[src/design/power_mode_sequencer_macros.svh]
// assertion helpers for the power mode sequencer
`ifndef POWER_MODE_SEQUENCER_MACROS_SVH
`define POWER_MODE_SEQUENCER_MACROS_SVH

// same-cycle implication, disabled in reset
`define PMS_ASSERT_NOW(label, ante, cons) \
  label: assert property (@(posedge clk) disable iff (!rst_n) (ante) |-> (cons)) \
    else $error("power mode sequencer check failed");

// next-cycle implication, disabled in reset
`define PMS_ASSERT_NEXT(label, ante, cons) \
  label: assert property (@(posedge clk) disable iff (!rst_n) (ante) |=> (cons)) \
    else $error("power mode sequencer check failed");

`endif

[src/design/pms_pkg.sv]
`default_nettype none

package pms_pkg;

  localparam int TIMER_WIDTH_DEF = 8;
  localparam int CFG_INDEX_W     = 2;
  localparam int CFG_DATA_W      = 8;

  // modes
  localparam logic [1:0] MODE_HOLD   = 2'd0;
  localparam logic [1:0] MODE_ACCOFF = 2'd1;
  localparam logic [1:0] MODE_PWROFF = 2'd2;
  localparam logic [1:0] MODE_PWRON  = 2'd3;

  // items
  localparam logic [3:0] ITEM_HOLD       = 4'd0;
  localparam logic [3:0] ITEM_HOLD_IN    = 4'd1;
  localparam logic [3:0] ITEM_HOLD_OUT   = 4'd2;
  localparam logic [3:0] ITEM_ACCOFF     = 4'd3;
  localparam logic [3:0] ITEM_ACCOFF_IN  = 4'd4;
  localparam logic [3:0] ITEM_ACCOFF_OUT = 4'd5;
  localparam logic [3:0] ITEM_PWROFF     = 4'd6;
  localparam logic [3:0] ITEM_PWRON_OUT  = 4'd7;
  localparam logic [3:0] ITEM_PWRON_IN   = 4'd8;
  localparam logic [3:0] ITEM_PWRON      = 4'd9;

  // messages
  localparam logic [2:0] MSG_NONE        = 3'd0;
  localparam logic [2:0] MSG_HOLD_IN     = 3'd1;
  localparam logic [2:0] MSG_HOLD_OUT    = 3'd2;
  localparam logic [2:0] MSG_OFF_REQUEST = 3'd3;
  localparam logic [2:0] MSG_MAIN_OFF    = 3'd4;
  localparam logic [2:0] MSG_MAIN_ON     = 3'd5;
  localparam logic [2:0] MSG_POWER_OFF   = 3'd6;
  localparam logic [2:0] MSG_POWER_ON    = 3'd7;

  // port actions
  localparam logic [1:0] PA_NONE         = 2'd0;
  localparam logic [1:0] PA_ENTER_HOLD   = 2'd1;
  localparam logic [1:0] PA_ENTER_ACCOFF = 2'd2;
  localparam logic [1:0] PA_LEAVE_ACCOFF = 2'd3;

  // register indexes
  localparam logic [CFG_INDEX_W-1:0] CFG_ACCOFF_DELAY = 2'd0;
  localparam logic [CFG_INDEX_W-1:0] CFG_PWROFF_DELAY = 2'd1;
  localparam logic [CFG_INDEX_W-1:0] CFG_PWRON_DELAY  = 2'd2;
  localparam logic [CFG_INDEX_W-1:0] CFG_HOLD_ENABLE  = 2'd3;

  localparam logic [CFG_DATA_W-1:0] ACCOFF_DELAY_RST = 8'd31;
  localparam logic [CFG_DATA_W-1:0] PWROFF_DELAY_RST = 8'd11;
  localparam logic [CFG_DATA_W-1:0] PWRON_DELAY_RST  = 8'd51;

  // item by [target][current]
  localparam logic [3:0] ITEM_TABLE [4][4] = '{
    '{ITEM_HOLD,     ITEM_HOLD_IN,    ITEM_ACCOFF_IN, ITEM_PWRON_OUT},
    '{ITEM_HOLD_OUT, ITEM_ACCOFF,     ITEM_ACCOFF_IN, ITEM_PWRON_OUT},
    '{ITEM_HOLD_OUT, ITEM_ACCOFF_OUT, ITEM_PWROFF,    ITEM_PWRON_OUT},
    '{ITEM_HOLD_OUT, ITEM_ACCOFF_OUT, ITEM_PWRON_IN,  ITEM_PWRON}
  };

  typedef enum logic [1:0] {
    STEP_END    = 2'd0,
    STEP_FIRST  = 2'd1,
    STEP_SECOND = 2'd2
  } seq_step_t;

  typedef struct packed {
    logic key;
    logic mute;
    logic bus;
    logic stby;
    logic sys;
  } pins_t;

endpackage

`default_nettype wire

[src/design/power_mode_sequencer.sv]
// channel | direction | handshake            | payload
// in_     | request   | in_valid / in_ready   | nine poll flags
// out_    | response  | out_valid / out_ready | modes, item, message, pins, pulses
// cfg_    | write     | cfg_we                | cfg_index, cfg_wdata
//
// one request per cycle unless out_ready stalls; result the cycle after acceptance
// whole poll (both selection passes) is one combinational step into the result register
// in_ready stays high while the result register is empty or being drained
// synchronous active-low reset: acc-off mode, pin state all low, default delays
`default_nettype none

`include "power_mode_sequencer_macros.svh"

module power_mode_sequencer #(
  parameter int TIMER_WIDTH = pms_pkg::TIMER_WIDTH_DEF
) (
  input  wire logic                             clk,
  input  wire logic                             rst_n,
  input  wire logic                             in_valid,
  output      logic                             in_ready,
  input  wire logic                             in_wake_request,
  input  wire logic                             in_acc_on,
  input  wire logic                             in_alarm_adjusting,
  input  wire logic                             in_power_key_on,
  input  wire logic                             in_acc_det_high,
  input  wire logic                             in_display_update_done,
  input  wire logic                             in_ms_tick,
  input  wire logic                             in_acc_debounce_done,
  input  wire logic                             in_alarm_detect_set,
  output      logic                             out_valid,
  input  wire logic                             out_ready,
  output      logic [1:0]                       out_current_mode,
  output      logic [1:0]                       out_target_mode,
  output      logic [3:0]                       out_item_done,
  output      logic [2:0]                       out_message,
  output      logic                             out_system_on_pin,
  output      logic                             out_standby_pin,
  output      logic                             out_bus_enable,
  output      logic                             out_audio_mute,
  output      logic                             out_key_scan_on,
  output      logic [1:0]                       out_port_action,
  output      logic                             out_alarm_beep,
  input  wire logic                             cfg_we,
  input  wire logic [pms_pkg::CFG_INDEX_W-1:0]  cfg_index,
  input  wire logic [pms_pkg::CFG_DATA_W-1:0]   cfg_wdata
);
  import pms_pkg::*;

  logic [CFG_DATA_W-1:0]  accoff_delay_r, pwroff_delay_r, pwron_delay_r;
  logic                   hold_enable_r;

  logic [1:0]             cur_mode_r, cur_mode_nxt;
  logic [1:0]             tar_mode_r, tar_mode_nxt;
  seq_step_t              seq_step_r, seq_step_nxt;
  logic [3:0]             cur_item_r, cur_item_nxt;
  logic                   item_change_ok_r, item_change_ok_nxt;
  logic                   acc_normal_r, acc_normal_nxt;
  logic                   acc_detect_active_r, acc_detect_active_nxt;
  logic                   alarm_detect_active_r, alarm_detect_active_nxt;
  logic [TIMER_WIDTH-1:0] delay_timer_r, delay_timer_nxt;
  pins_t                  pins_r, pins_nxt;
  logic [2:0]             msg_nxt;
  logic [1:0]             port_nxt;
  logic                   beep_nxt;

  logic                   out_valid_r;
  logic [1:0]             out_current_mode_r, out_target_mode_r, out_port_action_r;
  logic [3:0]             out_item_done_r;
  logic [2:0]             out_message_r;
  pins_t                  out_pins_r;
  logic                   out_alarm_beep_r;

  logic                   in_fire;

  assign in_ready = !out_valid_r || out_ready;
  assign in_fire  = in_valid && in_ready;

  // configuration registers
  always_ff @(posedge clk) begin
    if (!rst_n) begin
      accoff_delay_r <= ACCOFF_DELAY_RST;
      pwroff_delay_r <= PWROFF_DELAY_RST;
      pwron_delay_r  <= PWRON_DELAY_RST;
      hold_enable_r  <= 1'b1;
    end else if (cfg_we) begin
      case (cfg_index)
        CFG_ACCOFF_DELAY: accoff_delay_r <= cfg_wdata;
        CFG_PWROFF_DELAY: pwroff_delay_r <= cfg_wdata;
        CFG_PWRON_DELAY:  pwron_delay_r  <= cfg_wdata;
        CFG_HOLD_ENABLE:  hold_enable_r  <= cfg_wdata[0];
        default: ;
      endcase
    end
  end

  // one poll: timer and flags, then up to two selection passes
  always_comb begin
    logic [1:0] tgt;
    logic       go;
    logic       again;

    cur_mode_nxt            = cur_mode_r;
    tar_mode_nxt            = tar_mode_r;
    seq_step_nxt            = seq_step_r;
    cur_item_nxt            = cur_item_r;
    item_change_ok_nxt      = item_change_ok_r;
    acc_normal_nxt          = acc_normal_r;
    acc_detect_active_nxt   = acc_detect_active_r;
    alarm_detect_active_nxt = alarm_detect_active_r;
    delay_timer_nxt         = delay_timer_r;
    pins_nxt                = pins_r;
    msg_nxt                 = MSG_NONE;
    port_nxt                = PA_NONE;
    beep_nxt                = 1'b0;
    go                      = 1'b1;
    again                   = 1'b0;
    tgt                     = MODE_ACCOFF;

    if (in_ms_tick && (delay_timer_nxt != '0)) begin
      delay_timer_nxt = delay_timer_nxt - TIMER_WIDTH'(1);
    end
    if (in_acc_debounce_done) begin
      acc_detect_active_nxt = 1'b0;
    end
    if (in_alarm_detect_set) begin
      alarm_detect_active_nxt = 1'b1;
    end

    for (int p = 0; p < 2; p++) begin
      if (go) begin
        if (in_wake_request) begin
          tgt = MODE_PWRON;
        end else if (in_acc_on || in_alarm_adjusting) begin
          tgt = in_power_key_on ? MODE_PWRON : MODE_PWROFF;
        end else if (hold_enable_r && !acc_normal_nxt && !acc_detect_active_nxt &&
                     !alarm_detect_active_nxt) begin
          tgt = MODE_HOLD;
        end else begin
          tgt = MODE_ACCOFF;
        end
        if ((tgt != tar_mode_nxt) && item_change_ok_nxt) begin
          tar_mode_nxt = tgt;
          seq_step_nxt = STEP_END;
        end
        if (seq_step_nxt == STEP_END) begin
          item_change_ok_nxt = 1'b0;
          cur_item_nxt       = ITEM_TABLE[tar_mode_nxt][cur_mode_nxt];
          seq_step_nxt       = STEP_FIRST;
        end
        again = 1'b0;
        case (cur_item_nxt)
          ITEM_HOLD: begin
            acc_normal_nxt     = 1'b1;
            seq_step_nxt       = STEP_END;
            item_change_ok_nxt = 1'b1;
            again              = 1'b1;
          end
          ITEM_HOLD_IN: begin
            case (seq_step_nxt)
              STEP_FIRST: begin
                msg_nxt      = MSG_HOLD_IN;
                seq_step_nxt = STEP_SECOND;
              end
              STEP_SECOND: begin
                cur_mode_nxt            = MODE_HOLD;
                seq_step_nxt            = STEP_END;
                alarm_detect_active_nxt = 1'b0;
                if (in_acc_det_high) begin
                  port_nxt = PA_ENTER_HOLD;
                end else begin
                  acc_normal_nxt        = 1'b1;
                  acc_detect_active_nxt = 1'b1;
                end
                item_change_ok_nxt = 1'b1;
              end
              default: seq_step_nxt = STEP_END;
            endcase
          end
          ITEM_HOLD_OUT: begin
            msg_nxt            = MSG_HOLD_OUT;
            cur_mode_nxt       = MODE_ACCOFF;
            seq_step_nxt       = STEP_END;
            item_change_ok_nxt = 1'b1;
          end
          ITEM_ACCOFF: begin
            item_change_ok_nxt = 1'b1;
            if (!acc_detect_active_nxt && !alarm_detect_active_nxt &&
                !in_display_update_done) begin
              acc_normal_nxt = 1'b0;
            end
          end
          ITEM_ACCOFF_IN: begin
            case (seq_step_nxt)
              STEP_FIRST: begin
                msg_nxt         = MSG_OFF_REQUEST;
                delay_timer_nxt = TIMER_WIDTH'(accoff_delay_r);
                seq_step_nxt    = STEP_SECOND;
              end
              STEP_SECOND: begin
                if (delay_timer_nxt == '0) begin
                  pins_nxt.sys = 1'b0;
                  pins_nxt.bus = 1'b0;
                  cur_mode_nxt = MODE_ACCOFF;
                  seq_step_nxt = STEP_END;
                  msg_nxt      = MSG_MAIN_OFF;
                  pins_nxt.key = 1'b1;
                  port_nxt     = PA_ENTER_ACCOFF;
                end
              end
              default: seq_step_nxt = STEP_END;
            endcase
          end
          ITEM_ACCOFF_OUT: begin
            case (seq_step_nxt)
              STEP_FIRST: begin
                port_nxt     = PA_LEAVE_ACCOFF;
                seq_step_nxt = STEP_SECOND;
              end
              STEP_SECOND: begin
                pins_nxt.sys = 1'b1;
                pins_nxt.bus = 1'b1;
                msg_nxt      = MSG_MAIN_ON;
                seq_step_nxt = STEP_END;
                cur_mode_nxt = MODE_PWROFF;
              end
              default: seq_step_nxt = STEP_END;
            endcase
          end
          ITEM_PWROFF: begin
            item_change_ok_nxt = 1'b1;
            seq_step_nxt       = STEP_END;
            pins_nxt.key       = 1'b1;
          end
          ITEM_PWRON_OUT: begin
            case (seq_step_nxt)
              STEP_FIRST: begin
                item_change_ok_nxt = 1'b0;
                pins_nxt.mute      = 1'b1;
                delay_timer_nxt    = TIMER_WIDTH'(pwroff_delay_r);
                pins_nxt.key       = 1'b0;
                seq_step_nxt       = STEP_SECOND;
              end
              STEP_SECOND: begin
                if (delay_timer_nxt == '0) begin
                  msg_nxt            = MSG_POWER_OFF;
                  pins_nxt.key       = 1'b1;
                  pins_nxt.stby      = 1'b0;
                  cur_mode_nxt       = MODE_PWROFF;
                  seq_step_nxt       = STEP_END;
                  item_change_ok_nxt = 1'b1;
                end
              end
              default: seq_step_nxt = STEP_END;
            endcase
          end
          ITEM_PWRON_IN: begin
            case (seq_step_nxt)
              STEP_FIRST: begin
                msg_nxt         = MSG_POWER_ON;
                pins_nxt.key    = 1'b0;
                delay_timer_nxt = TIMER_WIDTH'(pwron_delay_r);
                seq_step_nxt    = STEP_SECOND;
              end
              STEP_SECOND: begin
                if (delay_timer_nxt == '0) begin
                  pins_nxt.stby = 1'b1;
                  if (in_wake_request) begin
                    beep_nxt = 1'b1;
                  end
                  pins_nxt.key  = 1'b1;
                  pins_nxt.mute = 1'b0;
                  seq_step_nxt  = STEP_END;
                  cur_mode_nxt  = MODE_PWRON;
                end
              end
              default: seq_step_nxt = STEP_END;
            endcase
          end
          default: begin
            seq_step_nxt       = STEP_END;
            pins_nxt.key       = 1'b1;
            item_change_ok_nxt = 1'b1;
          end
        endcase
        go = again;
      end
    end
  end

  // sequencer state
  always_ff @(posedge clk) begin
    if (!rst_n) begin
      cur_mode_r            <= MODE_ACCOFF;
      tar_mode_r            <= MODE_HOLD;
      seq_step_r            <= STEP_END;
      cur_item_r            <= ITEM_HOLD;
      item_change_ok_r      <= 1'b1;
      acc_normal_r          <= 1'b1;
      acc_detect_active_r   <= 1'b1;
      alarm_detect_active_r <= 1'b0;
      delay_timer_r         <= '0;
      pins_r                <= '0;
    end else if (in_fire) begin
      cur_mode_r            <= cur_mode_nxt;
      tar_mode_r            <= tar_mode_nxt;
      seq_step_r            <= seq_step_nxt;
      cur_item_r            <= cur_item_nxt;
      item_change_ok_r      <= item_change_ok_nxt;
      acc_normal_r          <= acc_normal_nxt;
      acc_detect_active_r   <= acc_detect_active_nxt;
      alarm_detect_active_r <= alarm_detect_active_nxt;
      delay_timer_r         <= delay_timer_nxt;
      pins_r                <= pins_nxt;
    end
  end

  // result register
  always_ff @(posedge clk) begin
    if (!rst_n) begin
      out_valid_r <= 1'b0;
    end else if (in_fire) begin
      out_valid_r <= 1'b1;
    end else if (out_ready) begin
      out_valid_r <= 1'b0;
    end
  end

  always_ff @(posedge clk) begin
    if (in_fire) begin
      out_current_mode_r <= cur_mode_nxt;
      out_target_mode_r  <= tar_mode_nxt;
      out_item_done_r    <= cur_item_nxt;
      out_message_r      <= msg_nxt;
      out_pins_r         <= pins_nxt;
      out_port_action_r  <= port_nxt;
      out_alarm_beep_r   <= beep_nxt;
    end
  end

  assign out_valid         = out_valid_r;
  assign out_current_mode  = out_current_mode_r;
  assign out_target_mode   = out_target_mode_r;
  assign out_item_done     = out_item_done_r;
  assign out_message       = out_message_r;
  assign out_system_on_pin = out_pins_r.sys;
  assign out_standby_pin   = out_pins_r.stby;
  assign out_bus_enable    = out_pins_r.bus;
  assign out_audio_mute    = out_pins_r.mute;
  assign out_key_scan_on   = out_pins_r.key;
  assign out_port_action   = out_port_action_r;
  assign out_alarm_beep    = out_alarm_beep_r;

  `PMS_ASSERT_NEXT(a_fire_gives_result, in_fire, out_valid_r)
  `PMS_ASSERT_NOW(a_hold_port_in_hold,
    out_valid_r && (out_port_action_r == PA_ENTER_HOLD), out_current_mode_r == MODE_HOLD)
  `PMS_ASSERT_NOW(a_accoff_port_in_accoff,
    out_valid_r && (out_port_action_r == PA_ENTER_ACCOFF),
    (out_current_mode_r == MODE_ACCOFF) && !out_pins_r.sys && out_pins_r.key)
  `PMS_ASSERT_NOW(a_beep_with_power_on,
    out_valid_r && out_alarm_beep_r,
    (out_current_mode_r == MODE_PWRON) && out_pins_r.stby && !out_pins_r.mute)
  `PMS_ASSERT_NOW(a_power_off_msg,
    out_valid_r && (out_message_r == MSG_POWER_OFF),
    (out_current_mode_r == MODE_PWROFF) && !out_pins_r.stby && out_pins_r.key)

endmodule

`default_nettype wire
[config.mk]
export PLATFORM = sky130hd
export DESIGN_NAME = power_mode_sequencer
export DESIGN_NICKNAME = d
export VERILOG_FILES = /design/src/design/pms_pkg.sv /design/src/design/power_mode_sequencer.sv
export VERILOG_INCLUDE_DIRS = /design/src /design/src/design
export SDC_FILE = /design/constraint.sdc
export NUM_CORES = 1
export LEC_CHECK = 0
export BUFFER_PORTS_ARGS = -buffer_cell sky130_fd_sc_hd__clkbuf_2
export CAP_MARGIN = 20
export CORE_MARGIN = 2
export CORE_UTILIZATION = 61
export CTS_CLUSTER_DIAMETER = 40
export DETAILED_ROUTE_END_ITERATION = 8
export PLACE_DENSITY = 0.83
export SLEW_MARGIN = 10
export SYNTH_ARGS = -nofsm -noshare
export SYNTH_HDL_FRONTEND = slang
export SYNTH_SLANG_ARGS = --single-unit
[constraint.sdc]
create_clock -name clk -period 5.66 [get_ports clk]
set_input_delay 0.283 -clock clk [delete_from_list [all_inputs] [get_ports clk]]
set_output_delay 0.283 -clock clk [all_outputs]
set_load 0.01 [all_outputs]
==> results of run 1 <==
## final cells by class
class	instances	area [um2]
well taps	105	131
clock buffers	10	128
fillers	687	2500
multi-input cells	524	3360
repair buffers	61	345
inverters	14	52.6
flip-flops and latches	72	1630
clock inverters	6	61.3
## final timing paths
kind         slack [ns]                to  cells past startpoint
min                0.16         out_valid                      3
max                0.42  delay_timer_r[3]                     13
min reg2reg        0.48         pins_r[2]                      2
max reg2reg        0.42  delay_timer_r[3]                     13
## per-stage QoR
stage | hold slack (ns) | util [%] | cells | setup slack, ns
final | 0.161 | 69.5 | 792 | 0.422
after global routing | 0.173 | 69.5 | 792 | 0.0825
after CTS | 0.158 | 69.4 | 791 | 0.357
after detailed placement | 0.464 | 67.1 | 775 | 0.318
after global placement | 0.445 | 67.1 | 775 | 0.511
after floorplan | 0.407 | - | 645 | 1.20
## state kept, by name (all words and copies together) (netlist names), 2 cells and up
register and count:
out_message 3, out_target_mode 2, out_current_mode 2, out_port_action 2
seq_step_r 2, out_item_done 4, cur_item_r 4, pwron_delay_r 8
delay_timer_r 8, cur_mode_r 2, tar_mode_r 2, pwroff_delay_r 8
accoff_delay_r 8, pins_r 5
## cell usage after synthesis, types with 3 or more instances
library cell	number	area, um2
or3_1	7	43.8
mux2_2	6	67.6
clkbuf_1	26	97.6
nor3_1	17	85.1
inv_1	14	52.6
a31o_1	10	87.6
nand2_1	92	345
edfxtp_1	19	571
nor3_2	3	30.0
a211oi_1	5	37.5
a41o_1	3	30.0
a21oi_1	53	265
mux2i_1	20	200
buf_2	5	25.0
o31ai_1	5	37.5
a311oi_1	3	26.3
o211ai_1	8	60.1
dfxtp_1	53	1060
nor4b_1	3	26.3
a221o_1	3	30.0
nand3_1	18	90.1
a221oi_1	3	26.3
or2_2	8	50.1
xor2_1	4	35.0
a222oi_1	16	160
a31oi_1	3	18.8
o21ai_0	34	170
nand4_1	7	43.8
nor2_1	66	248
and2_1	8	50.1
nor4_1	4	25.0
nor2b_1	5	31.3
xnor2_1	6	52.6
o21ai_1	4	20.0
o211a_1	3	30.0
o21a_1	9	67.6
o221ai_1	3	26.3
nor3b_1	3	22.5
a211o_1	3	26.3
a21o_1	3	22.5
nand2b_1	20	125
## power groups by stage
| stage | registers [mW] | clock network [mW] | logic, mW |
|---|---|---|---|
| global route | 0.654 | 0.436 | 1.04 |
| floorplan | 0.638 | 0 | 0.706 |
| CTS | 0.645 | 0.411 | 0.942 |
| finish | 0.648 | 0.410 | 0.971 |
| global placement | 0.654 | 0 | 0.919 |
| detailed placement | 0.657 | 0 | 0.935 |
## logic make-up after synthesis
group           after synthesis  synth area share [%]
flops                        72                  31.4
buf+inv                      49                  3.95
xor+xnor                     10                  1.69
simple gates                280                  26.9
fa+ha+maj                     2                 0.482
compound gates              204                  29.5
mux                          28                  6.02
## timing repair
action | in CTS | in global routing
resized for setup | 0 | 1
endpoints found under the hold margin | 0 | 0
hold buffers | 0 | 0
setup endpoints to repair | 0 | 11
## worst max-delay path, stage by stage, from the launching register on
cell and delay (ns):
dfxtp_1 0.39, or3_1 0.46, a221oi_4 0.50, o21ai_1 0.35, o31a_1 0.36, a222oi_1 0.63
o311ai_2 0.28, a32oi_1 0.49, and2_1 0.25, a21o_1 0.41, nor3_2 0.21, a222oi_1 0.54
a31o_1 0.22, a21oi_1 0.04
## metal layers
layer	share of wire (%)	vias to the layer above	routed length, um
met4	5.1	0	803
met2	47	346	7500
met1	40	2519	6290
met5	0	-	0
li1	-	2512	-
met3	8.1	85	1290
==> metrics.txt, run 1 <==
cts bufs inserted=9; PD cells=355 nW/um2; P_int=1.15 mW; setup repair bufs after CTS=0; Slew Viols, Final=0; Comb power frac=47.9%; Reg power frac=31.9%; Fin. Hold Viols=0; post-route setup TNS=0 ns; Ant. Diodes=0; GRT met3 Usage=6.97%; critical path class=reg -> reg; pin count of the biggest net entering global routing=36; Slew headroom=29.5%; final worst-path cycle share=92.5%; RSZ-0062 raised after global routing=no; Routed WL=15900 um; TritonCTS clock tree=yes; I/O Buffers=44; Post-Layout Inst Area=5710 um2; DRC viols=0; drt wl/cell=20.1 um; dpl hpwl=11800 um; leading cell types in the layout, fill and taps excluded=nand2_1 (92), nor2_1 (66), a21oi_1 (53), dfxtp_1 (53), clkbuf_2 (44); reg2reg start=tar_mode_r[0]; worst endpoint data arrival time=5.48 ns; Die H=96.3 um; syn nets=671; total number of vias=5462; EDFF count, synth=19; outcome=complete, no violations; worst hold start=in_valid; gpl congestion=1.00; commonest non-fill, non-tap cell in the layout=nand2_1; # rows=33; share of cells above drive strength 1=17.8%; Post-Synthesis Cells=645; num ports=45; clock skew=0.0177 ns; Worst Hold Class=in -> reg; Max-cap violations=0; Final setup viols=0; Mapped Area=5190 um2; global route overflow=0; Setup crit start=tar_mode_r[0]; initial DRC count=634; Avg Vias per Cell=6.90; YS warnings=0; Sw Pwr=0.878 mW; switching share of total power=43.3%; worst skew pair latency=0.35 ns; leakage power=2.24 nW; FF+latch count, synth=72; clk sinks=72; Clk network pwr share=20.2%; WP data required=5.90 ns; Critical Path Source Type=flop; GRT Total Usage=35.2%; placed cell area=5510 um2; Post-Syn Area per Cell=8.05 um2; min Tclk post-route=5.24 ns; remaining antenna violation count=0; Starting Density=63.2%; vias in the first global route=4940; busiest grt layer=met2; first-pass GRT wire length=25200 um; Max Clk Rate=191 MHz; Layout area overhead=9.97%; die area=9270 um2; VDD IR-drop max=0.210 mV; CTS H-tree depth=3; Async SR Flop Fraction=0%; clock slew at reported path FFs=0.09 ns; CP Capture Type=flop; DRT Pass-1 Iters=9; initial antenna violation count=0; worst-margin pin slew=1.06 ns; Final #Nets=708; core area=8220 um2; worst-case clock buffer depth=2; M2 GR Usage=58.2%; Root Buffer=clkbuf_8; predominant post-synthesis flop cell=dfxtp_1; met1 Resource Use GR=43.4%; sequential area share after synthesis=31.4%; Worst Path Max Fanout=11; Die X=96.3 um; Pwr Total=2.03 mW; Yosys cell types=88
No activity file was read; power rests on OpenSTA's default activity.
==> run 2, diff against run 1 <==
- CORE_MARGIN: 2 -> 3
- CTS_BUF_LIST: not set -> sky130_fd_sc_hd__clkbuf_8
==> run 2 against run 1 <==
Net effect:
- critical endpoint is now delay_timer_r[5]
- die area rose by 4.2%
- clock-buffer cell count fell by 1
- wire length rose by 3.3%
- critical path type unchanged
- cell area rose by 0.77%
- largest cell class unchanged
- sequential power fell by 0.6%
- combinational power rose by 0.7%
- critical path depth rose by 1
- sequential share of layout area fell by 0.22 points
- global-route usage fell by 1.7 points
==> metrics.txt, run 2 (synthesis results as in run 1) <==
worst-margin pin slew=0.734 ns (-0.322 ns); I/O Buffers=44 (unchanged); worst endpoint data arrival time=5.51 ns (+0.03 ns); num ports=45 (unchanged); Pwr Total=2.05 mW (+1.2%); worst-case clock buffer depth=2 (unchanged); Slew Viols, Final=0 (unchanged); min Tclk post-route=5.26 ns (+0.0268 ns); core area=8260 um2 (+0.50%); Ant. Diodes=0 (unchanged); clock skew=0.0202 ns (+0.00257 ns); placed cell area=5530 um2 (+0.36%); CTS H-tree depth=3 (unchanged); Final #Nets=708 (unchanged); VDD IR-drop max=0.170 mV (-19%); GRT Total Usage=33.5% (-1.7 points); CP max stage delay=0.61 ns (-0.02 ns); # resized after CTS=0 (unchanged); Final Instance Count excl. Fillers=792 (unchanged); Die H=98.3 um (+2.1%); Post-Layout Inst Area=5760 um2 (+0.77%); Die X=98.3 um (+2.1%); Layout area overhead=10.8%; initial DRC count=669 (+5.5%); DRT Pass-1 Iters=9 (unchanged); Final Worst Setup Slack=0.395 ns (-0.0268 ns); vias in the first global route=5157 (+4.4%); global route overflow=0 (unchanged); DRC viols=0 (unchanged); worst skew pair latency=0.37 ns (+0.02 ns); share of cells above drive strength 1=17.9% (+0.15 points); die area=9660 um2 (+4.2%); Fin. Hold Viols=0 (unchanged); Routed WL=16400 um (+3.3%); remaining antenna violation count=0 (unchanged); leading cell types in the layout, fill and taps excluded=nand2_1 (92), nor2_1 (66), a21oi_1 (53), dfxtp_1 (53), clkbuf_2 (44); cts bufs inserted=9 (unchanged); critical path class=reg -> reg; Avg Vias per Cell=6.89 (-0.13%); total number of vias=5455 (-0.13%); Max Clk Rate=190 MHz (-0.51%); final worst-path cycle share=93.0% (+0.47 points); Hold Buf Count CTS=0 (unchanged); pin count of the biggest net entering global routing=45 (+25%); Critical-path top delay cell=a222oi_1; setup repair bufs after CTS=0 (unchanged); Worst Hold Class=in -> reg; initial antenna violation count=0 (unchanged); WP data required=5.91 ns (about the same); RSZ-0062 raised after global routing=no; Final setup viols=0 (unchanged); dpl hpwl=12000 um (+1.7%); leakage power=2.26 nW (+0.93%); PD cells=357 nW/um2 (+0.41%); critical path, cell by cell=or3_1 -> a221oi_4 -> o21ai_1 -> o31a_1 -> a222oi_1 -> o311ai_2 -> a32oi_1 -> a2111oi_2 -> or3_1 -> buf_4 -> or4_4 -> o211ai_2 -> a31o_1 -> a21oi_1; # rows=33 (unchanged); Slew headroom=50.8% (+21 points); Most common cell on crit path=or3_1; Critical Path Source Type=flop; TritonCTS clock tree=yes; Max-cap violations=0 (unchanged); DP Worst Slack=0.516 ns (+0.199 ns); drt wl/cell=20.7 um (+3.3%); Root Buffer=clkbuf_8; Starting Density=62.9% (-0.32 points); clk sinks=72 (unchanged); Worst Path Max Fanout=10 (-1); post-route setup TNS=0 ns (unchanged); outcome=complete, no violations; commonest non-fill, non-tap cell in the layout=nand2_1; CP Capture Type=flop; final core utilization=69.7% (+0.18 points); clock slew at reported path FFs=0.10 ns (about the same); placed cell count=775 (unchanged); gpl congestion=0.986 (-1.4%); WHS=0.148 ns (-0.0126 ns); first-pass GRT wire length=26200 um (+4.0%)
==> run 2: routing by layer <==
| layer | up-vias | track usage [%] | routed length (um) |
|---|---|---|---|
| li1 | 2500 | - | - |
| met1 | 2608 | 42.0 | 6670 |
| met2 | 292 | 57.0 | 7960 |
| met3 | 55 | 4.93 | 1230 |
| met4 | 0 | 14.4 | 527 |
| met5 | - | 0 | 0 |
==> run 2: power breakdown <==
part / internal, mW / total, mW / switching [mW] / leakage, nW
combinational: 0.361 / 0.978 / 0.618 / 1.53
sequential: 0.588 / 0.644 / 0.0561 / 0.622
clock: 0.208 / 0.430 / 0.222 / 0.104
==> run 2: critical path, delay by kind of cell, from the launching register on <==
kind                   cells  cell delay, ns
AO/OA/AOI/OAI             10            3.19
buffers and inverters      1            0.19
AND/OR/NAND/NOR            3            1.35
flip-flops                 1            0.40
==> run 2: worst paths after layout <==
kind,cells past startpoint,startpoint,slack (ns),end
hold / removal,3,in_valid,0.15,out_valid
hold reg to reg,2,pins_r[1],0.47,pins_r[1]
setup reg to reg,14,tar_mode_r[0],0.40,delay_timer_r[5]
setup / recovery,14,tar_mode_r[0],0.40,delay_timer_r[5]
==> run 2: final cells by class <==
cell class | instances | area (um2)
flip-flops and latches | 72 | 1630
clock inverters | 7 | 78.8
fillers | 671 | 2500
well taps | 105 | 131
multi-input cells | 524 | 3360
repair buffers | 61 | 375
inverters | 14 | 52.6
clock buffers | 9 | 124
==> run 3, diff against run 2 <==
- CORE_UTILIZATION: 61 -> 62
- PLACE_DENSITY: 0.83 -> 0.84
==> run 3 against run 2 <==
Net effect:
- sequential power about the same
- sequential share of layout area is 0.14 points higher
- register-to-register slack worse by 0.02 ns
- non-clock buffer count unchanged
- utilization rose by 2.5 points
- first-iteration DRC count increased by 9.3%
- global-route usage fell by 0.11 points
- critical path type unchanged
- highest routed layer unchanged
==> metrics.txt, run 3 (synthesis results as in run 1) <==
GRT Total Usage=33.4% (-0.11 points); Root Buffer=clkbuf_8; Final #Nets=708 (unchanged); critical path class=reg -> reg; clock skew=0.00922 ns (-0.0110 ns); worst-margin pin slew=1.02 ns (+0.282 ns); switching share of total power=43.3% (-0.38 points); Comb power frac=48.0% (+0.3 points); worst-case clock buffer depth=2 (unchanged); DP Worst Slack=0.0915 ns (-0.425 ns); DRC viols=0 (unchanged); reg2reg start=tar_mode_r[1]; num ports=45 (unchanged); first-pass GRT wire length=25800 um (-1.6%); Die H=97.5 um (-0.76%); Ant. Diodes=0 (unchanged); leakage power=2.25 nW (-0.61%); CTS H-tree depth=3 (unchanged); Routed WL=16200 um (-1.5%); I/O Buffers=44 (unchanged); Max Clk Rate=189 MHz (-0.31%); TritonCTS clock tree=yes; initial DRC count=731 (+9.3%); Worst Hold Class=in -> reg; die area=9510 um2 (-1.5%); worst skew pair latency=0.36 ns (about the same); min Tclk post-route=5.28 ns (+0.0163 ns); Final setup viols=0 (unchanged); final worst-path cycle share=93.3% (+0.29 points); worst hold start=in_valid; Critical Path Source Type=flop; placed cell count=773 (-0.26%); pin count of the biggest net entering global routing=34 (-24%); Final Worst Setup Slack=0.379 ns (-0.0163 ns); Hold Buf Count CTS=0 (unchanged); share of cells above drive strength 1=18.0% (+0.15 points); Starting Density=65.5% (+2.6 points); gpl congestion=1.01 (+2.8%); Sw Pwr=0.879 mW (-1.9%); Reg power frac=31.6% (+0.2 points); drt wl/cell=20.5 um (-1.1%); Fin. Hold Viols=0 (unchanged); Slew headroom=32.2% (-19 points); Layout area overhead=10.3%; clk sinks=72 (unchanged); cts bufs inserted=9 (unchanged); Slew Viols, Final=0 (unchanged); initial antenna violation count=0 (unchanged); # resized after CTS=0 (unchanged); Die X=97.5 um (-0.76%); post-route setup TNS=0 ns (unchanged); P_int=1.15 mW (-0.35%); Clk network pwr share=20.3% (-0.7 points); leading cell types in the layout, fill and taps excluded=nand2_1 (92), nor2_1 (66), a21oi_1 (53), dfxtp_1 (53), clkbuf_2 (44); worst endpoint data arrival time=5.38 ns (-0.13 ns); Final Instance Count excl. Fillers=789 (-0.38%); commonest non-fill, non-tap cell in the layout=nand2_1; outcome=complete, no violations; remaining antenna violation count=0 (unchanged); dpl hpwl=12000 um (+0.33%); # fillers=648 (-3.4%); setup repair bufs after CTS=0 (unchanged); Avg Vias per Cell=6.95 (+0.90%); Worst Path Max Fanout=11 (+1); RSZ-0062 raised after global routing=no; vias in the first global route=5145 (-0.23%); PD cells=355 nW/um2 (-0.52%); Setup crit start=tar_mode_r[1]; WP data required=5.76 ns (-0.15 ns); clock slew at reported path FFs=0.08 ns (-0.02 ns); core area=7930 um2 (-4.0%); total number of vias=5483 (+0.51%); WHS=0.140 ns (-0.00847 ns); # rows=32 (-3.0%); VDD IR-drop max=0.219 mV (+29%); CP Capture Type=flop; DRT Pass-1 Iters=8 (-1); global route overflow=0 (unchanged); Max-cap violations=0 (unchanged)
==> run 3: cell count changes in the layout (fill, tap and decap cells not counted) <==
cell and change:
buf_16 -1, buf_4 +2, buf_8 -1, clkinv_4 -1
clkinvlp_4 +1, inv_1 +1, inv_6 -1, mux2i_1 -1
mux2i_2 +1, or3_1 -1, or3_4 +1
==> run 3: through the flow <==
| step | utilization, % | area, um2 | total power, mW |
|---|---|---|---|
| floorplan | - | 5190 | 1.34 |
| finish | 72.3 | 5730 | 2.03 |
| CTS | 72.1 | 5710 | 2.00 |
| global placement | 69.6 | 5520 | 1.57 |
| global route | 72.3 | 5730 | 2.13 |
| detailed placement | 69.6 | 5520 | 1.59 |
==> run 3: power groups by stage <==
| stage | clock network (mW) | registers [mW] | logic [mW] |
|---|---|---|---|
| detailed placement | 0 | 0.652 | 0.939 |
| CTS | 0.417 | 0.640 | 0.944 |
| global route | 0.440 | 0.649 | 1.04 |
| global placement | 0 | 0.650 | 0.925 |
| floorplan | 0 | 0.638 | 0.706 |
| finish | 0.413 | 0.643 | 0.976 |
==> run 3: final cells by class <==
type	instances	area, um2	area share, %
clock buffer	9	124	2.16
tap	102	128	2.23
multi-input combinational	524	3370	58.9
sequential	72	1630	28.5
inverter	14	52.6	0.917
clock inverter	7	72.6	1.27
timing repair buffer	61	348	6.07
==> run 3: worst paths after layout <==
kind	slack [ns]	endpoint	cells past startpoint
max	0.38	out_current_mode[0]	14
max reg2reg	0.38	out_current_mode[0]	14
min reg2reg	0.47	pins_r[2]	2
min	0.14	out_valid	3
==> run 3: critical path, stage by stage (launching register included) <==
cell and delay (ns):
dfxtp_1 0.37, or4_4 0.58, a311oi_1 0.26, a211o_2 0.26
o21a_1 0.26, mux2i_2 0.48, nand3_1 0.20, a221oi_1 0.67
a32o_2 0.35, mux2i_4 0.43, and2_1 0.46, nand2_1 0.20
nor3b_4 0.20, nor2_2 0.18, nor2_1 0.10
==> run 3: metal layers <==
metal	global-route usage (%)	vias to the layer above	part of all wire [%]
li1	-	2504	-
met2	56.2	350	47
met3	6.25	91	8.9
met5	0	-	0
met4	15.3	0	5.0
met1	41.1	2538	39
